`src/rtl/core/pms_pkg.sv`:
```
package pms_pkg;

   // fixed design constants
   localparam int SLEEP_PERIODS   = 10000;
   localparam int FULL_DUTY       = 1000;
   localparam int IDLE_DUTY_LEVEL = 300;
   localparam int RAMP_UP_STEP    = 1;
   localparam int RAMP_DOWN_STEP  = 1;
   localparam int PWM_PERIOD      = 1000;
   localparam int DUTY_SCALE      = 1000;

   // field widths
   localparam int SAMPLE_W   = 12;
   localparam int GAIN_W     = 16;
   localparam int ACC_W      = 28;
   localparam int FRAC_W     = 16;
   localparam int CNT_W      = 17;
   localparam int DUTY_W     = 10;
   localparam int PWM_W      = 16;
   localparam int STATE_W    = 2;
   localparam int TIMEOUT_W  = 16;
   localparam int CSR_IDX_W  = 3;
   localparam int CSR_DATA_W = 16;

   // duty to compare value: floor(duty * PWM_PERIOD / DUTY_SCALE) by reciprocal
   localparam int      PWM_FRAC_BITS = 20;
   localparam longint  PWM_MULT      =
      (longint'(PWM_PERIOD) * (longint'(1) << PWM_FRAC_BITS) + longint'(DUTY_SCALE) - 1)
      / longint'(DUTY_SCALE);
   localparam int      PWM_MULT_W    = 27;
   localparam int      PWM_PROD_W    = DUTY_W + PWM_MULT_W;

   // motor states
   localparam logic [STATE_W-1:0] ST_IDLE  = 2'd0;
   localparam logic [STATE_W-1:0] ST_SLEEP = 2'd1;
   localparam logic [STATE_W-1:0] ST_WORK  = 2'd2;
   localparam logic [STATE_W-1:0] ST_ERROR = 2'd3;

   // register indexes
   localparam logic [CSR_IDX_W-1:0] REG_CURRENT_OFFSET    = 3'd0;
   localparam logic [CSR_IDX_W-1:0] REG_FILTER_GAIN       = 3'd1;
   localparam logic [CSR_IDX_W-1:0] REG_OVERCURRENT_LEVEL = 3'd2;
   localparam logic [CSR_IDX_W-1:0] REG_UNDERLOAD_LEVEL   = 3'd3;
   localparam logic [CSR_IDX_W-1:0] REG_STAY_WORK_LEVEL   = 3'd4;
   localparam logic [CSR_IDX_W-1:0] REG_START_WORK_LEVEL  = 3'd5;
   localparam logic [CSR_IDX_W-1:0] REG_OVERTEMP_LEVEL    = 3'd6;
   localparam logic [CSR_IDX_W-1:0] REG_IDLE_TIMEOUT      = 3'd7;

   typedef struct packed {
      logic [SAMPLE_W-1:0]  overcurrent_level;
      logic [SAMPLE_W-1:0]  underload_level;
      logic [SAMPLE_W-1:0]  stay_work_level;
      logic [SAMPLE_W-1:0]  start_work_level;
      logic [SAMPLE_W-1:0]  overtemp_level;
      logic [TIMEOUT_W-1:0] idle_timeout;
   } cfg_type;

   typedef struct packed {
      logic work_seen;
      logic over_current;
      logic under_load;
      logic over_temp;
      logic oil_over_temp;
   } flags_type;

endpackage

```
`src/rtl/core/pump_motor_supervisor.sv`:
```
// pump motor supervisor: filters, threshold flags, state machine and duty ramp
// a taken request passes the update reg, then the output reg, on its way to rsp_valid
// throughput: one request per cycle unless rsp_stall backs up; the state update is combinational
// logic with a single 29x17 filter multiply per channel, the compare value one more stage
// reset (synchronous, active high): filters and counter zero, state WORK, duty zero,
// registers to their defaults, all pipeline stages empty
module pump_motor_supervisor (
   input  logic                          clock,
   input  logic                          reset,
   // request channel
   input  logic                          req_valid,
   output logic                          req_stall,
   input  logic [pms_pkg::SAMPLE_W-1:0]  req_pressure_a,
   input  logic [pms_pkg::SAMPLE_W-1:0]  req_pressure_b,
   input  logic [pms_pkg::SAMPLE_W-1:0]  req_temperature,
   input  logic [pms_pkg::SAMPLE_W-1:0]  req_current_raw,
   input  logic                          req_oil_temp_ok,
   // result channel
   output logic                          rsp_valid,
   input  logic                          rsp_stall,
   output logic [pms_pkg::STATE_W-1:0]   rsp_motor_state,
   output logic [pms_pkg::DUTY_W-1:0]    rsp_duty_permille,
   output logic [pms_pkg::PWM_W-1:0]     rsp_pwm_compare,
   output logic [pms_pkg::SAMPLE_W-1:0]  rsp_current_value,
   output logic                          rsp_work_seen,
   output logic                          rsp_over_current,
   output logic                          rsp_under_load,
   output logic                          rsp_over_temp,
   output logic                          rsp_oil_over_temp,
   // register write port
   input  logic                          csr_valid,
   output logic                          csr_ready,
   input  logic [pms_pkg::CSR_IDX_W-1:0] csr_index,
   input  logic [pms_pkg::CSR_DATA_W-1:0] csr_data
);
   import pms_pkg::*;

   // configuration registers
   logic [SAMPLE_W-1:0] current_offset_ff;
   logic [GAIN_W-1:0]   filter_gain_ff;
   cfg_type             cfg_ff;

   // input stage
   logic                in_vld_ff;
   logic [SAMPLE_W-1:0] pa_ff, pb_ff, temp_ff, craw_ff;
   logic                oil_ok_ff;

   // update stage
   logic                mid_vld_ff;
   logic [SAMPLE_W-1:0] mid_current_ff;
   flags_type           mid_flags_ff;

   // output stage
   logic                rsp_vld_ff;
   flags_type           rsp_flags;

   // stage flow control
   logic                req_take, mid_load, out_load;

   logic [SAMPLE_W-1:0] cur_sample;
   logic [SAMPLE_W-1:0] filt_a, filt_b, filt_cur;
   flags_type           flags;
   logic [STATE_W-1:0]  ctrl_mode;
   logic [DUTY_W-1:0]   ctrl_duty;

   // each stage moves when the one after it is empty or emptying
   assign out_load  = mid_vld_ff && (!rsp_vld_ff || !rsp_stall);
   assign mid_load  = in_vld_ff && (!mid_vld_ff || out_load);
   assign req_stall = in_vld_ff && !mid_load;
   assign req_take  = req_valid && !req_stall;
   assign rsp_valid = rsp_vld_ff;

   // writes must only happen while idle; the block does not enforce it and the port never waits
   assign csr_ready = 1'b1;

   always_ff @(posedge clock) begin
      if (reset) begin
         current_offset_ff        <= '0;
         filter_gain_ff           <= GAIN_W'(25736);
         cfg_ff.overcurrent_level <= SAMPLE_W'(1094);
         cfg_ff.underload_level   <= SAMPLE_W'(1094);
         cfg_ff.stay_work_level   <= SAMPLE_W'(200);
         cfg_ff.start_work_level  <= SAMPLE_W'(300);
         cfg_ff.overtemp_level    <= SAMPLE_W'(3008);
         cfg_ff.idle_timeout      <= TIMEOUT_W'(5000);
      end else if (csr_valid && csr_ready) begin
         unique case (csr_index)
            REG_CURRENT_OFFSET:    current_offset_ff        <= csr_data[SAMPLE_W-1:0];
            REG_FILTER_GAIN:       filter_gain_ff           <= csr_data[GAIN_W-1:0];
            REG_OVERCURRENT_LEVEL: cfg_ff.overcurrent_level <= csr_data[SAMPLE_W-1:0];
            REG_UNDERLOAD_LEVEL:   cfg_ff.underload_level   <= csr_data[SAMPLE_W-1:0];
            REG_STAY_WORK_LEVEL:   cfg_ff.stay_work_level   <= csr_data[SAMPLE_W-1:0];
            REG_START_WORK_LEVEL:  cfg_ff.start_work_level  <= csr_data[SAMPLE_W-1:0];
            REG_OVERTEMP_LEVEL:    cfg_ff.overtemp_level    <= csr_data[SAMPLE_W-1:0];
            REG_IDLE_TIMEOUT:      cfg_ff.idle_timeout      <= csr_data[TIMEOUT_W-1:0];
         endcase
      end
   end

   // stage valid bits
   always_ff @(posedge clock) begin
      if (reset) begin
         in_vld_ff  <= 1'b0;
         mid_vld_ff <= 1'b0;
         rsp_vld_ff <= 1'b0;
      end else begin
         if (req_take) begin
            in_vld_ff <= 1'b1;
         end else if (mid_load) begin
            in_vld_ff <= 1'b0;
         end
         if (mid_load) begin
            mid_vld_ff <= 1'b1;
         end else if (out_load) begin
            mid_vld_ff <= 1'b0;
         end
         if (out_load) begin
            rsp_vld_ff <= 1'b1;
         end else if (!rsp_stall) begin
            rsp_vld_ff <= 1'b0;
         end
      end
   end

   // request payload capture
   always_ff @(posedge clock) begin
      if (req_take) begin
         pa_ff     <= req_pressure_a;
         pb_ff     <= req_pressure_b;
         temp_ff   <= req_temperature;
         craw_ff   <= req_current_raw;
         oil_ok_ff <= req_oil_temp_ok;
      end
   end

   // offset removal, clamped at zero
   assign cur_sample = (craw_ff > current_offset_ff) ? craw_ff - current_offset_ff : '0;

   pms_filter u_filt_a (
      .clock  (clock),
      .reset  (reset),
      .en     (mid_load),
      .sample (pa_ff),
      .gain   (filter_gain_ff),
      .value  (filt_a)
   );

   pms_filter u_filt_b (
      .clock  (clock),
      .reset  (reset),
      .en     (mid_load),
      .sample (pb_ff),
      .gain   (filter_gain_ff),
      .value  (filt_b)
   );

   pms_filter u_filt_cur (
      .clock  (clock),
      .reset  (reset),
      .en     (mid_load),
      .sample (cur_sample),
      .gain   (filter_gain_ff),
      .value  (filt_cur)
   );

   // state machine, counter and duty; its state registers are the update stage payload
   pms_ctrl u_ctrl (
      .clock       (clock),
      .reset       (reset),
      .en          (mid_load),
      .cfg         (cfg_ff),
      .filt_a      (filt_a),
      .filt_b      (filt_b),
      .filt_cur    (filt_cur),
      .temperature (temp_ff),
      .oil_temp_ok (oil_ok_ff),
      .flags       (flags),
      .mode        (ctrl_mode),
      .duty        (ctrl_duty)
   );

   always_ff @(posedge clock) begin
      if (mid_load) begin
         mid_current_ff <= filt_cur;
         mid_flags_ff   <= flags;
      end
   end

   // output register with the compare value computed on the way in
   pms_pwm u_pwm (
      .clock       (clock),
      .load        (out_load),
      .mode        (ctrl_mode),
      .duty        (ctrl_duty),
      .cur         (mid_current_ff),
      .flags       (mid_flags_ff),
      .mode_out    (rsp_motor_state),
      .duty_out    (rsp_duty_permille),
      .compare_out (rsp_pwm_compare),
      .cur_out     (rsp_current_value),
      .flags_out   (rsp_flags)
   );

   assign rsp_work_seen     = rsp_flags.work_seen;
   assign rsp_over_current  = rsp_flags.over_current;
   assign rsp_under_load    = rsp_flags.under_load;
   assign rsp_over_temp     = rsp_flags.over_temp;
   assign rsp_oil_over_temp = rsp_flags.oil_over_temp;

   // error state is entered exactly on over temperature and left on the next clean period
   a_error_tracks_temp: assert property (@(posedge clock) disable iff (reset)
      rsp_valid |-> ((rsp_motor_state == ST_ERROR) == rsp_over_temp))
      else $error("motor state disagrees with over temperature flag");

   // the ramp never goes past full duty
   a_duty_range: assert property (@(posedge clock) disable iff (reset)
      rsp_valid |-> (rsp_duty_permille <= DUTY_W'(FULL_DUTY)))
      else $error("duty above full scale");

   // a pending update stage result is held until the output stage takes it
   a_mid_hold: assert property (@(posedge clock) disable iff (reset)
      (mid_vld_ff && !out_load) |=> (mid_vld_ff && $stable(mid_current_ff)
                                     && $stable(ctrl_duty) && $stable(ctrl_mode)))
      else $error("update stage result lost while output stalled");

endmodule

```
`src/rtl/core/pms_filter.sv`:
```
module pms_filter (
   input  logic                          clock,
   input  logic                          reset,
   input  logic                          en,
   input  logic [pms_pkg::SAMPLE_W-1:0]  sample,
   input  logic [pms_pkg::GAIN_W-1:0]    gain,
   output logic [pms_pkg::SAMPLE_W-1:0]  value
);
   import pms_pkg::*;

   localparam int DIFF_W = ACC_W + 1;
   localparam int PROD_W = DIFF_W + GAIN_W + 1;
   localparam int SUM_W  = PROD_W - FRAC_W;

   logic        [ACC_W-1:0]  acc_ff;
   logic        [ACC_W-1:0]  acc_in;
   logic signed [DIFF_W-1:0] diff;
   logic signed [PROD_W-1:0] prod;
   logic signed [SUM_W-1:0]  delta;
   logic        [SUM_W-1:0]  sum;

   // y' = y + floor((x*2^16 - y) * g / 2^16)
   always_comb begin
      diff   = $signed({1'b0, sample, {FRAC_W{1'b0}}}) - $signed({1'b0, acc_ff});
      prod   = diff * $signed({1'b0, gain});
      delta  = prod[PROD_W-1:FRAC_W];
      sum    = {{(SUM_W-ACC_W){1'b0}}, acc_ff} + $unsigned(delta);
      acc_in = sum[ACC_W-1:0];
   end

   assign value = acc_in[ACC_W-1:FRAC_W];

   always_ff @(posedge clock) begin
      if (reset) begin
         acc_ff <= '0;
      end else if (en) begin
         acc_ff <= acc_in;
      end
   end

endmodule

```
`src/rtl/core/pms_ctrl.sv`:
```
module pms_ctrl (
   input  logic                          clock,
   input  logic                          reset,
   input  logic                          en,
   input  pms_pkg::cfg_type              cfg,
   input  logic [pms_pkg::SAMPLE_W-1:0]  filt_a,
   input  logic [pms_pkg::SAMPLE_W-1:0]  filt_b,
   input  logic [pms_pkg::SAMPLE_W-1:0]  filt_cur,
   input  logic [pms_pkg::SAMPLE_W-1:0]  temperature,
   input  logic                          oil_temp_ok,
   output pms_pkg::flags_type            flags,
   output logic [pms_pkg::STATE_W-1:0]   mode,
   output logic [pms_pkg::DUTY_W-1:0]    duty
);
   import pms_pkg::*;

   logic [STATE_W-1:0] mode_ff, mode_in;
   logic [CNT_W-1:0]   cnt_ff, cnt_in;
   logic [DUTY_W-1:0]  duty_ff, duty_in;

   logic [SAMPLE_W-1:0] level;
   logic [CNT_W-1:0]    cnt_inc;
   logic [CNT_W-1:0]    idle_limit;
   logic [DUTY_W-1:0]   target;
   logic [DUTY_W:0]     duty_up;
   logic [DUTY_W-1:0]   duty_down;

   // work threshold follows the state held before this update
   always_comb begin
      level = (mode_ff == ST_WORK) ? cfg.stay_work_level : cfg.start_work_level;
      flags.work_seen     = (filt_a >= level) || (filt_b >= level);
      flags.over_current  = filt_cur >= cfg.overcurrent_level;
      flags.under_load    = filt_cur >= cfg.underload_level;
      flags.over_temp     = temperature >= cfg.overtemp_level;
      flags.oil_over_temp = !oil_temp_ok;
   end

   always_comb begin
      cnt_inc    = (cnt_ff != '1) ? cnt_ff + CNT_W'(1) : cnt_ff;
      idle_limit = {1'b0, cfg.idle_timeout} + CNT_W'(1);
      mode_in    = mode_ff;
      cnt_in     = cnt_ff;
      if (flags.over_temp) begin
         mode_in = ST_ERROR;
         cnt_in  = '0;
      end else begin
         unique case (mode_ff)
            ST_WORK: begin
               if (flags.work_seen || flags.under_load) begin
                  cnt_in = '0;
               end else if (cnt_inc > idle_limit) begin
                  mode_in = ST_SLEEP;
                  cnt_in  = '0;
               end else begin
                  cnt_in = cnt_inc;
               end
            end
            ST_SLEEP: begin
               if (cnt_inc >= CNT_W'(SLEEP_PERIODS)) begin
                  mode_in = ST_IDLE;
                  cnt_in  = '0;
               end else begin
                  cnt_in = cnt_inc;
               end
            end
            ST_IDLE: begin
               if (flags.work_seen) begin
                  mode_in = ST_WORK;
                  cnt_in  = '0;
               end
            end
            ST_ERROR: begin
               mode_in = ST_WORK;
               cnt_in  = '0;
            end
         endcase
      end
   end

   // duty ramp toward the target of the new state, never overshooting
   always_comb begin
      case (mode_in)
         ST_WORK:  target = DUTY_W'(FULL_DUTY);
         ST_ERROR: target = '0;
         default:  target = DUTY_W'(IDLE_DUTY_LEVEL);
      endcase
      duty_up   = {1'b0, duty_ff} + (DUTY_W+1)'(RAMP_UP_STEP);
      duty_down = (duty_ff > DUTY_W'(RAMP_DOWN_STEP)) ?
                  duty_ff - DUTY_W'(RAMP_DOWN_STEP) : '0;
      if (duty_ff < target) begin
         duty_in = (duty_up > {1'b0, target}) ? target : duty_up[DUTY_W-1:0];
      end else if (duty_ff > target) begin
         duty_in = (duty_down < target) ? target : duty_down;
      end else begin
         duty_in = duty_ff;
      end
   end

   always_ff @(posedge clock) begin
      if (reset) begin
         mode_ff <= ST_WORK;
         cnt_ff  <= '0;
         duty_ff <= '0;
      end else if (en) begin
         mode_ff <= mode_in;
         cnt_ff  <= cnt_in;
         duty_ff <= duty_in;
      end
   end

   assign mode = mode_ff;
   assign duty = duty_ff;

endmodule

```
`src/rtl/core/pms_pwm.sv`:
```
module pms_pwm (
   input  logic                          clock,
   input  logic                          load,
   input  logic [pms_pkg::STATE_W-1:0]   mode,
   input  logic [pms_pkg::DUTY_W-1:0]    duty,
   input  logic [pms_pkg::SAMPLE_W-1:0]  cur,
   input  pms_pkg::flags_type            flags,
   output logic [pms_pkg::STATE_W-1:0]   mode_out,
   output logic [pms_pkg::DUTY_W-1:0]    duty_out,
   output logic [pms_pkg::PWM_W-1:0]     compare_out,
   output logic [pms_pkg::SAMPLE_W-1:0]  cur_out,
   output pms_pkg::flags_type            flags_out
);
   import pms_pkg::*;

   logic [STATE_W-1:0]    mode_ff;
   logic [DUTY_W-1:0]     duty_ff;
   logic [PWM_W-1:0]      compare_ff, compare_in;
   logic [SAMPLE_W-1:0]   cur_ff;
   flags_type             flags_ff;
   logic [PWM_PROD_W-1:0] prod;

   // constant reciprocal multiply replaces the divide by the duty scale
   always_comb begin
      prod       = {{PWM_MULT_W{1'b0}}, duty} * PWM_PROD_W'(PWM_MULT);
      compare_in = prod[PWM_FRAC_BITS +: PWM_W];
   end

   always_ff @(posedge clock) begin
      if (load) begin
         mode_ff    <= mode;
         duty_ff    <= duty;
         compare_ff <= compare_in;
         cur_ff     <= cur;
         flags_ff   <= flags;
      end
   end

   assign mode_out    = mode_ff;
   assign duty_out    = duty_ff;
   assign compare_out = compare_ff;
   assign cur_out     = cur_ff;
   assign flags_out   = flags_ff;

endmodule

```
`config.mk`:
```
export PLATFORM = sky130hd
export DESIGN_NAME = pump_motor_supervisor
export DESIGN_NICKNAME = d
export VERILOG_FILES = /design/src/rtl/core/pms_pkg.sv /design/src/rtl/core/pump_motor_supervisor.sv /design/src/rtl/core/pms_filter.sv /design/src/rtl/core/pms_ctrl.sv /design/src/rtl/core/pms_pwm.sv
export SDC_FILE = /design/constraint.sdc
export NUM_CORES = 2
export LEC_CHECK = 0
export ABC_AREA = 1
export ABC_CLOCK_PERIOD_IN_PS = 39300
export BUFFER_PORTS_ARGS = -buffer_cell sky130_fd_sc_hd__buf_2
export CAP_MARGIN = 20
export CORE_MARGIN = 2
export CORE_UTILIZATION = 27
export DETAILED_ROUTE_END_ITERATION = 8
export PLACE_DENSITY = 0.42
export SYNTH_ARGS = -nofsm -noshare
export SYNTH_HDL_FRONTEND = slang
export SYNTH_SLANG_ARGS = --single-unit
export TNS_END_PERCENT = 50
```
`constraint.sdc`:
```
create_clock -name clock -period 39.3 [get_ports clock]
set_input_delay 3.93 -clock clock [delete_from_list [all_inputs] [get_ports clock]]
set_output_delay 3.93 -clock clock [all_outputs]
set_load 0.02 [all_outputs]
```
==> results.json <==
{
  "path_max_fanout": 17,
  "rrSetupSlack_ns": 23.23,
  "rsz0062_at_grt": "no",
  "firstDrtPassIters": 5,
  "place_hpwl_um": 192000,
  "initial_core_util_pct": 27.18,
  "worstPathRequired_ns": 39.85,
  "clkLatencyLatePin_ns": 0.67,
  "whs_ns": 0.4294,
  "fin_ws_ns": 23.23,
  "ys_seq_area_share_pct": 10.51,
  "min_from": "mid_flags_ff[0]$_DFFE_PP_",
  "syn_avg_cell_area_um2": 7.891,
  "ys_ff_latch": 315,
  "final_antenna_net_count": 0,
  "slew_viol_final": 0,
  "postCtsSetupBuffers": 0,
  "fin_skew_ns": 0.05608,
  "cts_tree": "done",
  "ys_types": 69,
  "syn_area_um2": 69080,
  "wl_per_cell_um": 19.77,
  "die-height_um": 509.8,
  "r2r_cells": 74,
  "first_iter_violations": 3027,
  "drc": 0,
  "nets": 10610,
  "yosysWarningCount": 0,
  "run_status": "finished clean",
  "cp_num_buf_inv": 11,
  "worstSetupEndpointType": "register",
  "layout-drive-gt1-share_pct": 4.676,
  "postCtsHoldBufs": 0,
  "timing.fmax_mhz": 62.21,
  "synthFlopType": "dfxtp_1",
  "clockRootBuffer": "clkbuf_16",
  "grt_pass1_vias": 59370,
  "path_class": "reg2reg",
  "gr-usage-all-layers_pct": 18.72,
  "ctsResizeCount": 0,
  "cp_common_cell": "nand2_1",
  "grt_pass1_wl_um": 369500,
  "multi_input_area_um2": 52490,
  "grt_overflow_total": 0,
  "areaGrowthSynthToFinish_pct": 8.276,
  "die_w_um": 509.8,
  "worst_slew_pin_slew_ns": 1.071,
  "cts_buffer_depth": 3,
  "routed_wl_um": 239100,
  "final_common_cell": "inv_1",
  "r2r_end": "u_ctrl.duty[9]$_SDFFE_PP0P_",
  "worst_path_max_delay_cell": "a21oi_1",
  "antenna_found_initial": 13,
  "via_per_inst": 4.586,
  "finalHoldViolations": 0,
  "synthArstFlopShare_pct": 0,
  "fillerInstances": 27540,
  "tns_ns": 0,
  "hold-path-cell-count": 0,
  "holdPathEnd": "u_pwm.flags_out[0]$_DFFE_PP_",
  "clock_sinks": 315,
  "coreArea_um2": 254200,
  "period_share_pct": 40.90,
  "io_buffers": 113,
  "cpPeakStageDelay_ns": 0.67,
  "vias": 55470,
  "path_delay_family": "adder cells",
  "place_ws_ns": 23.33,
  "layout.area.seq_um2": 7298,
  "syn_inst": 8754,
  "cts_buffers": 46,
  "hold_path_class": "reg2reg",
  "dieArea_um2": 259900,
  "grt_max_degree": 95,
  "worstPathArrival_ns": 16.62,
  "htreeDepth": 2,
  "final_cell_mix": "inv_1 (2134), nand2_1 (1542), fa_1 (1303), nor2_1 (841), ha_1 (549)",
  "row_count": 185,
  "crit_path_start_kind": "register",
  "relSlewSlack_pct": 28.54,
  "min_period_ns": 16.07,
  "maxCapViolCount": 0,
  "setup_viol": 0,
  "pin_count": 121,
  "clk_pin_slew_ns": 0.06,
  "reg2reg_from": "craw_ff[0]$_DFFE_PP_",
  "gp_congestion": 0.8772,
  "synth_edf_count": 95
}
## how the worst max path moves through the flow
stage	slack, ns	depth (start not counted)	from	end
6_report	23.23	74	craw_ff[0]$_DFFE_PP_	u_ctrl.duty[9]$_SDFFE_PP0P_
5_1_grt	21.86	67	craw_ff[0]$_DFFE_PP_	u_ctrl.duty[9]$_SDFFE_PP0P_
4_1_cts	23.23	67	craw_ff[0]$_DFFE_PP_	u_ctrl.duty[9]$_SDFFE_PP0P_
3_5_place_dp	23.33	67	craw_ff[0]$_DFFE_PP_	u_ctrl.duty[9]$_SDFFE_PP0P_
3_3_place_gp	23.43	67	craw_ff[0]$_DFFE_PP_	u_ctrl.duty[7]$_SDFFE_PP0P_
2_1_floorplan	26.39	76	craw_ff[0]$_DFFE_PP_	u_ctrl.duty[7]$_SDFFE_PP0P_
## Yosys cell counts, types with 15 or more instances
master | n | area, um2
nand2_1 | 1543 | 5792
o21ai_0 | 307 | 1536
edfxtp_1 | 95 | 2853
o21a_1 | 20 | 150.1
o211ai_1 | 29 | 217.7
ha_1 | 549 | 6869
buf_1 | 15 | 56.30
o21ai_1 | 17 | 85.08
a21oi_1 | 486 | 2432
nor2_2 | 15 | 93.84
buf_4 | 24 | 180.2
dfxtp_1 | 220 | 4404
clkbuf_1 | 243 | 912.1
a21o_1 | 23 | 172.7
nor2_1 | 842 | 3161
a31oi_1 | 41 | 256.5
buf_2 | 17 | 85.08
xnor2_1 | 100 | 875.8
nand3_1 | 215 | 1076
nand4_1 | 37 | 231.5
nor3_1 | 67 | 335.3
or2_2 | 62 | 387.9
clkinv_1 | 19 | 71.32
inv_1 | 2136 | 8018
nor4_1 | 19 | 118.9
fa_1 | 1303 | 26090
o21bai_1 | 17 | 127.6
xor2_1 | 147 | 1287
## registers in the layout, summed over array words and instances, names as in the netlist, 16 cells and up
name / flops
u_filt_a.acc_ff: 28
u_ctrl.cnt_ff: 17
filter_gain_ff: 16
u_filt_cur.acc_ff: 28
cfg_ff: 76
u_filt_b.acc_ff: 28
## worst register-to-register path, delay by kind of cell, from the launching register on
kind | cells | cell delay, ns
and+or+nand+nor | 31 | 4.43
xor gates and xnor gates | 2 | 0.64
DFF | 1 | 0.32
adders and majority gates | 13 | 5.34
AOI/OAI and AO/OA | 17 | 3.61
buffers and inverters | 11 | 1.61
## layout make-up
type / instances / share of cell area (%)
Multi-Input combinational cell: 5974 / 70.18
Tap cell: 3366 / 5.631
Clock buffer: 62 / 1.715
Timing Repair Buffer: 182 / 1.452
Sequential cell: 315 / 9.758
Inverter: 2170 / 10.91
Clock inverter: 23 / 0.3446
Antenna cell: 3 / 0.01004
## kinds of logic after synthesis
group / after synthesis / share of synthesized area, %
multiplexers: 13 / 0.1902
buffers and inverters: 2470 / 13.60
adder cells (fa/ha/maj): 1852 / 47.71
AO/OA/AOI/OAI: 1003 / 7.993
XOR/XNOR: 249 / 3.211
AND/OR/NAND/NOR: 2850 / 16.78
other: 2 / 0.01087
flip-flops: 315 / 10.51
## stage by stage
step	cells	area [um2]	util (%)
after floorplan	8759	69100	-
after global placement	12010	73250	28.82
after detailed placement	12010	73250	28.82
after CTS	12090	74790	29.43
after global routing	12100	74790	29.43
final	12100	74790	29.43
## routing by layer
layer	global-route usage, %	up-vias	wire length, um
met1	25.24	28060	107700
met3	1.523	243	8566
met2	32.25	1119	116200
li1	-	26050	-
met4	4.752	6	6581
met5	0	-	40
Power is not shown: default switching activity piles up to over one toggle a cycle in this logic, so the estimate is an artifact.
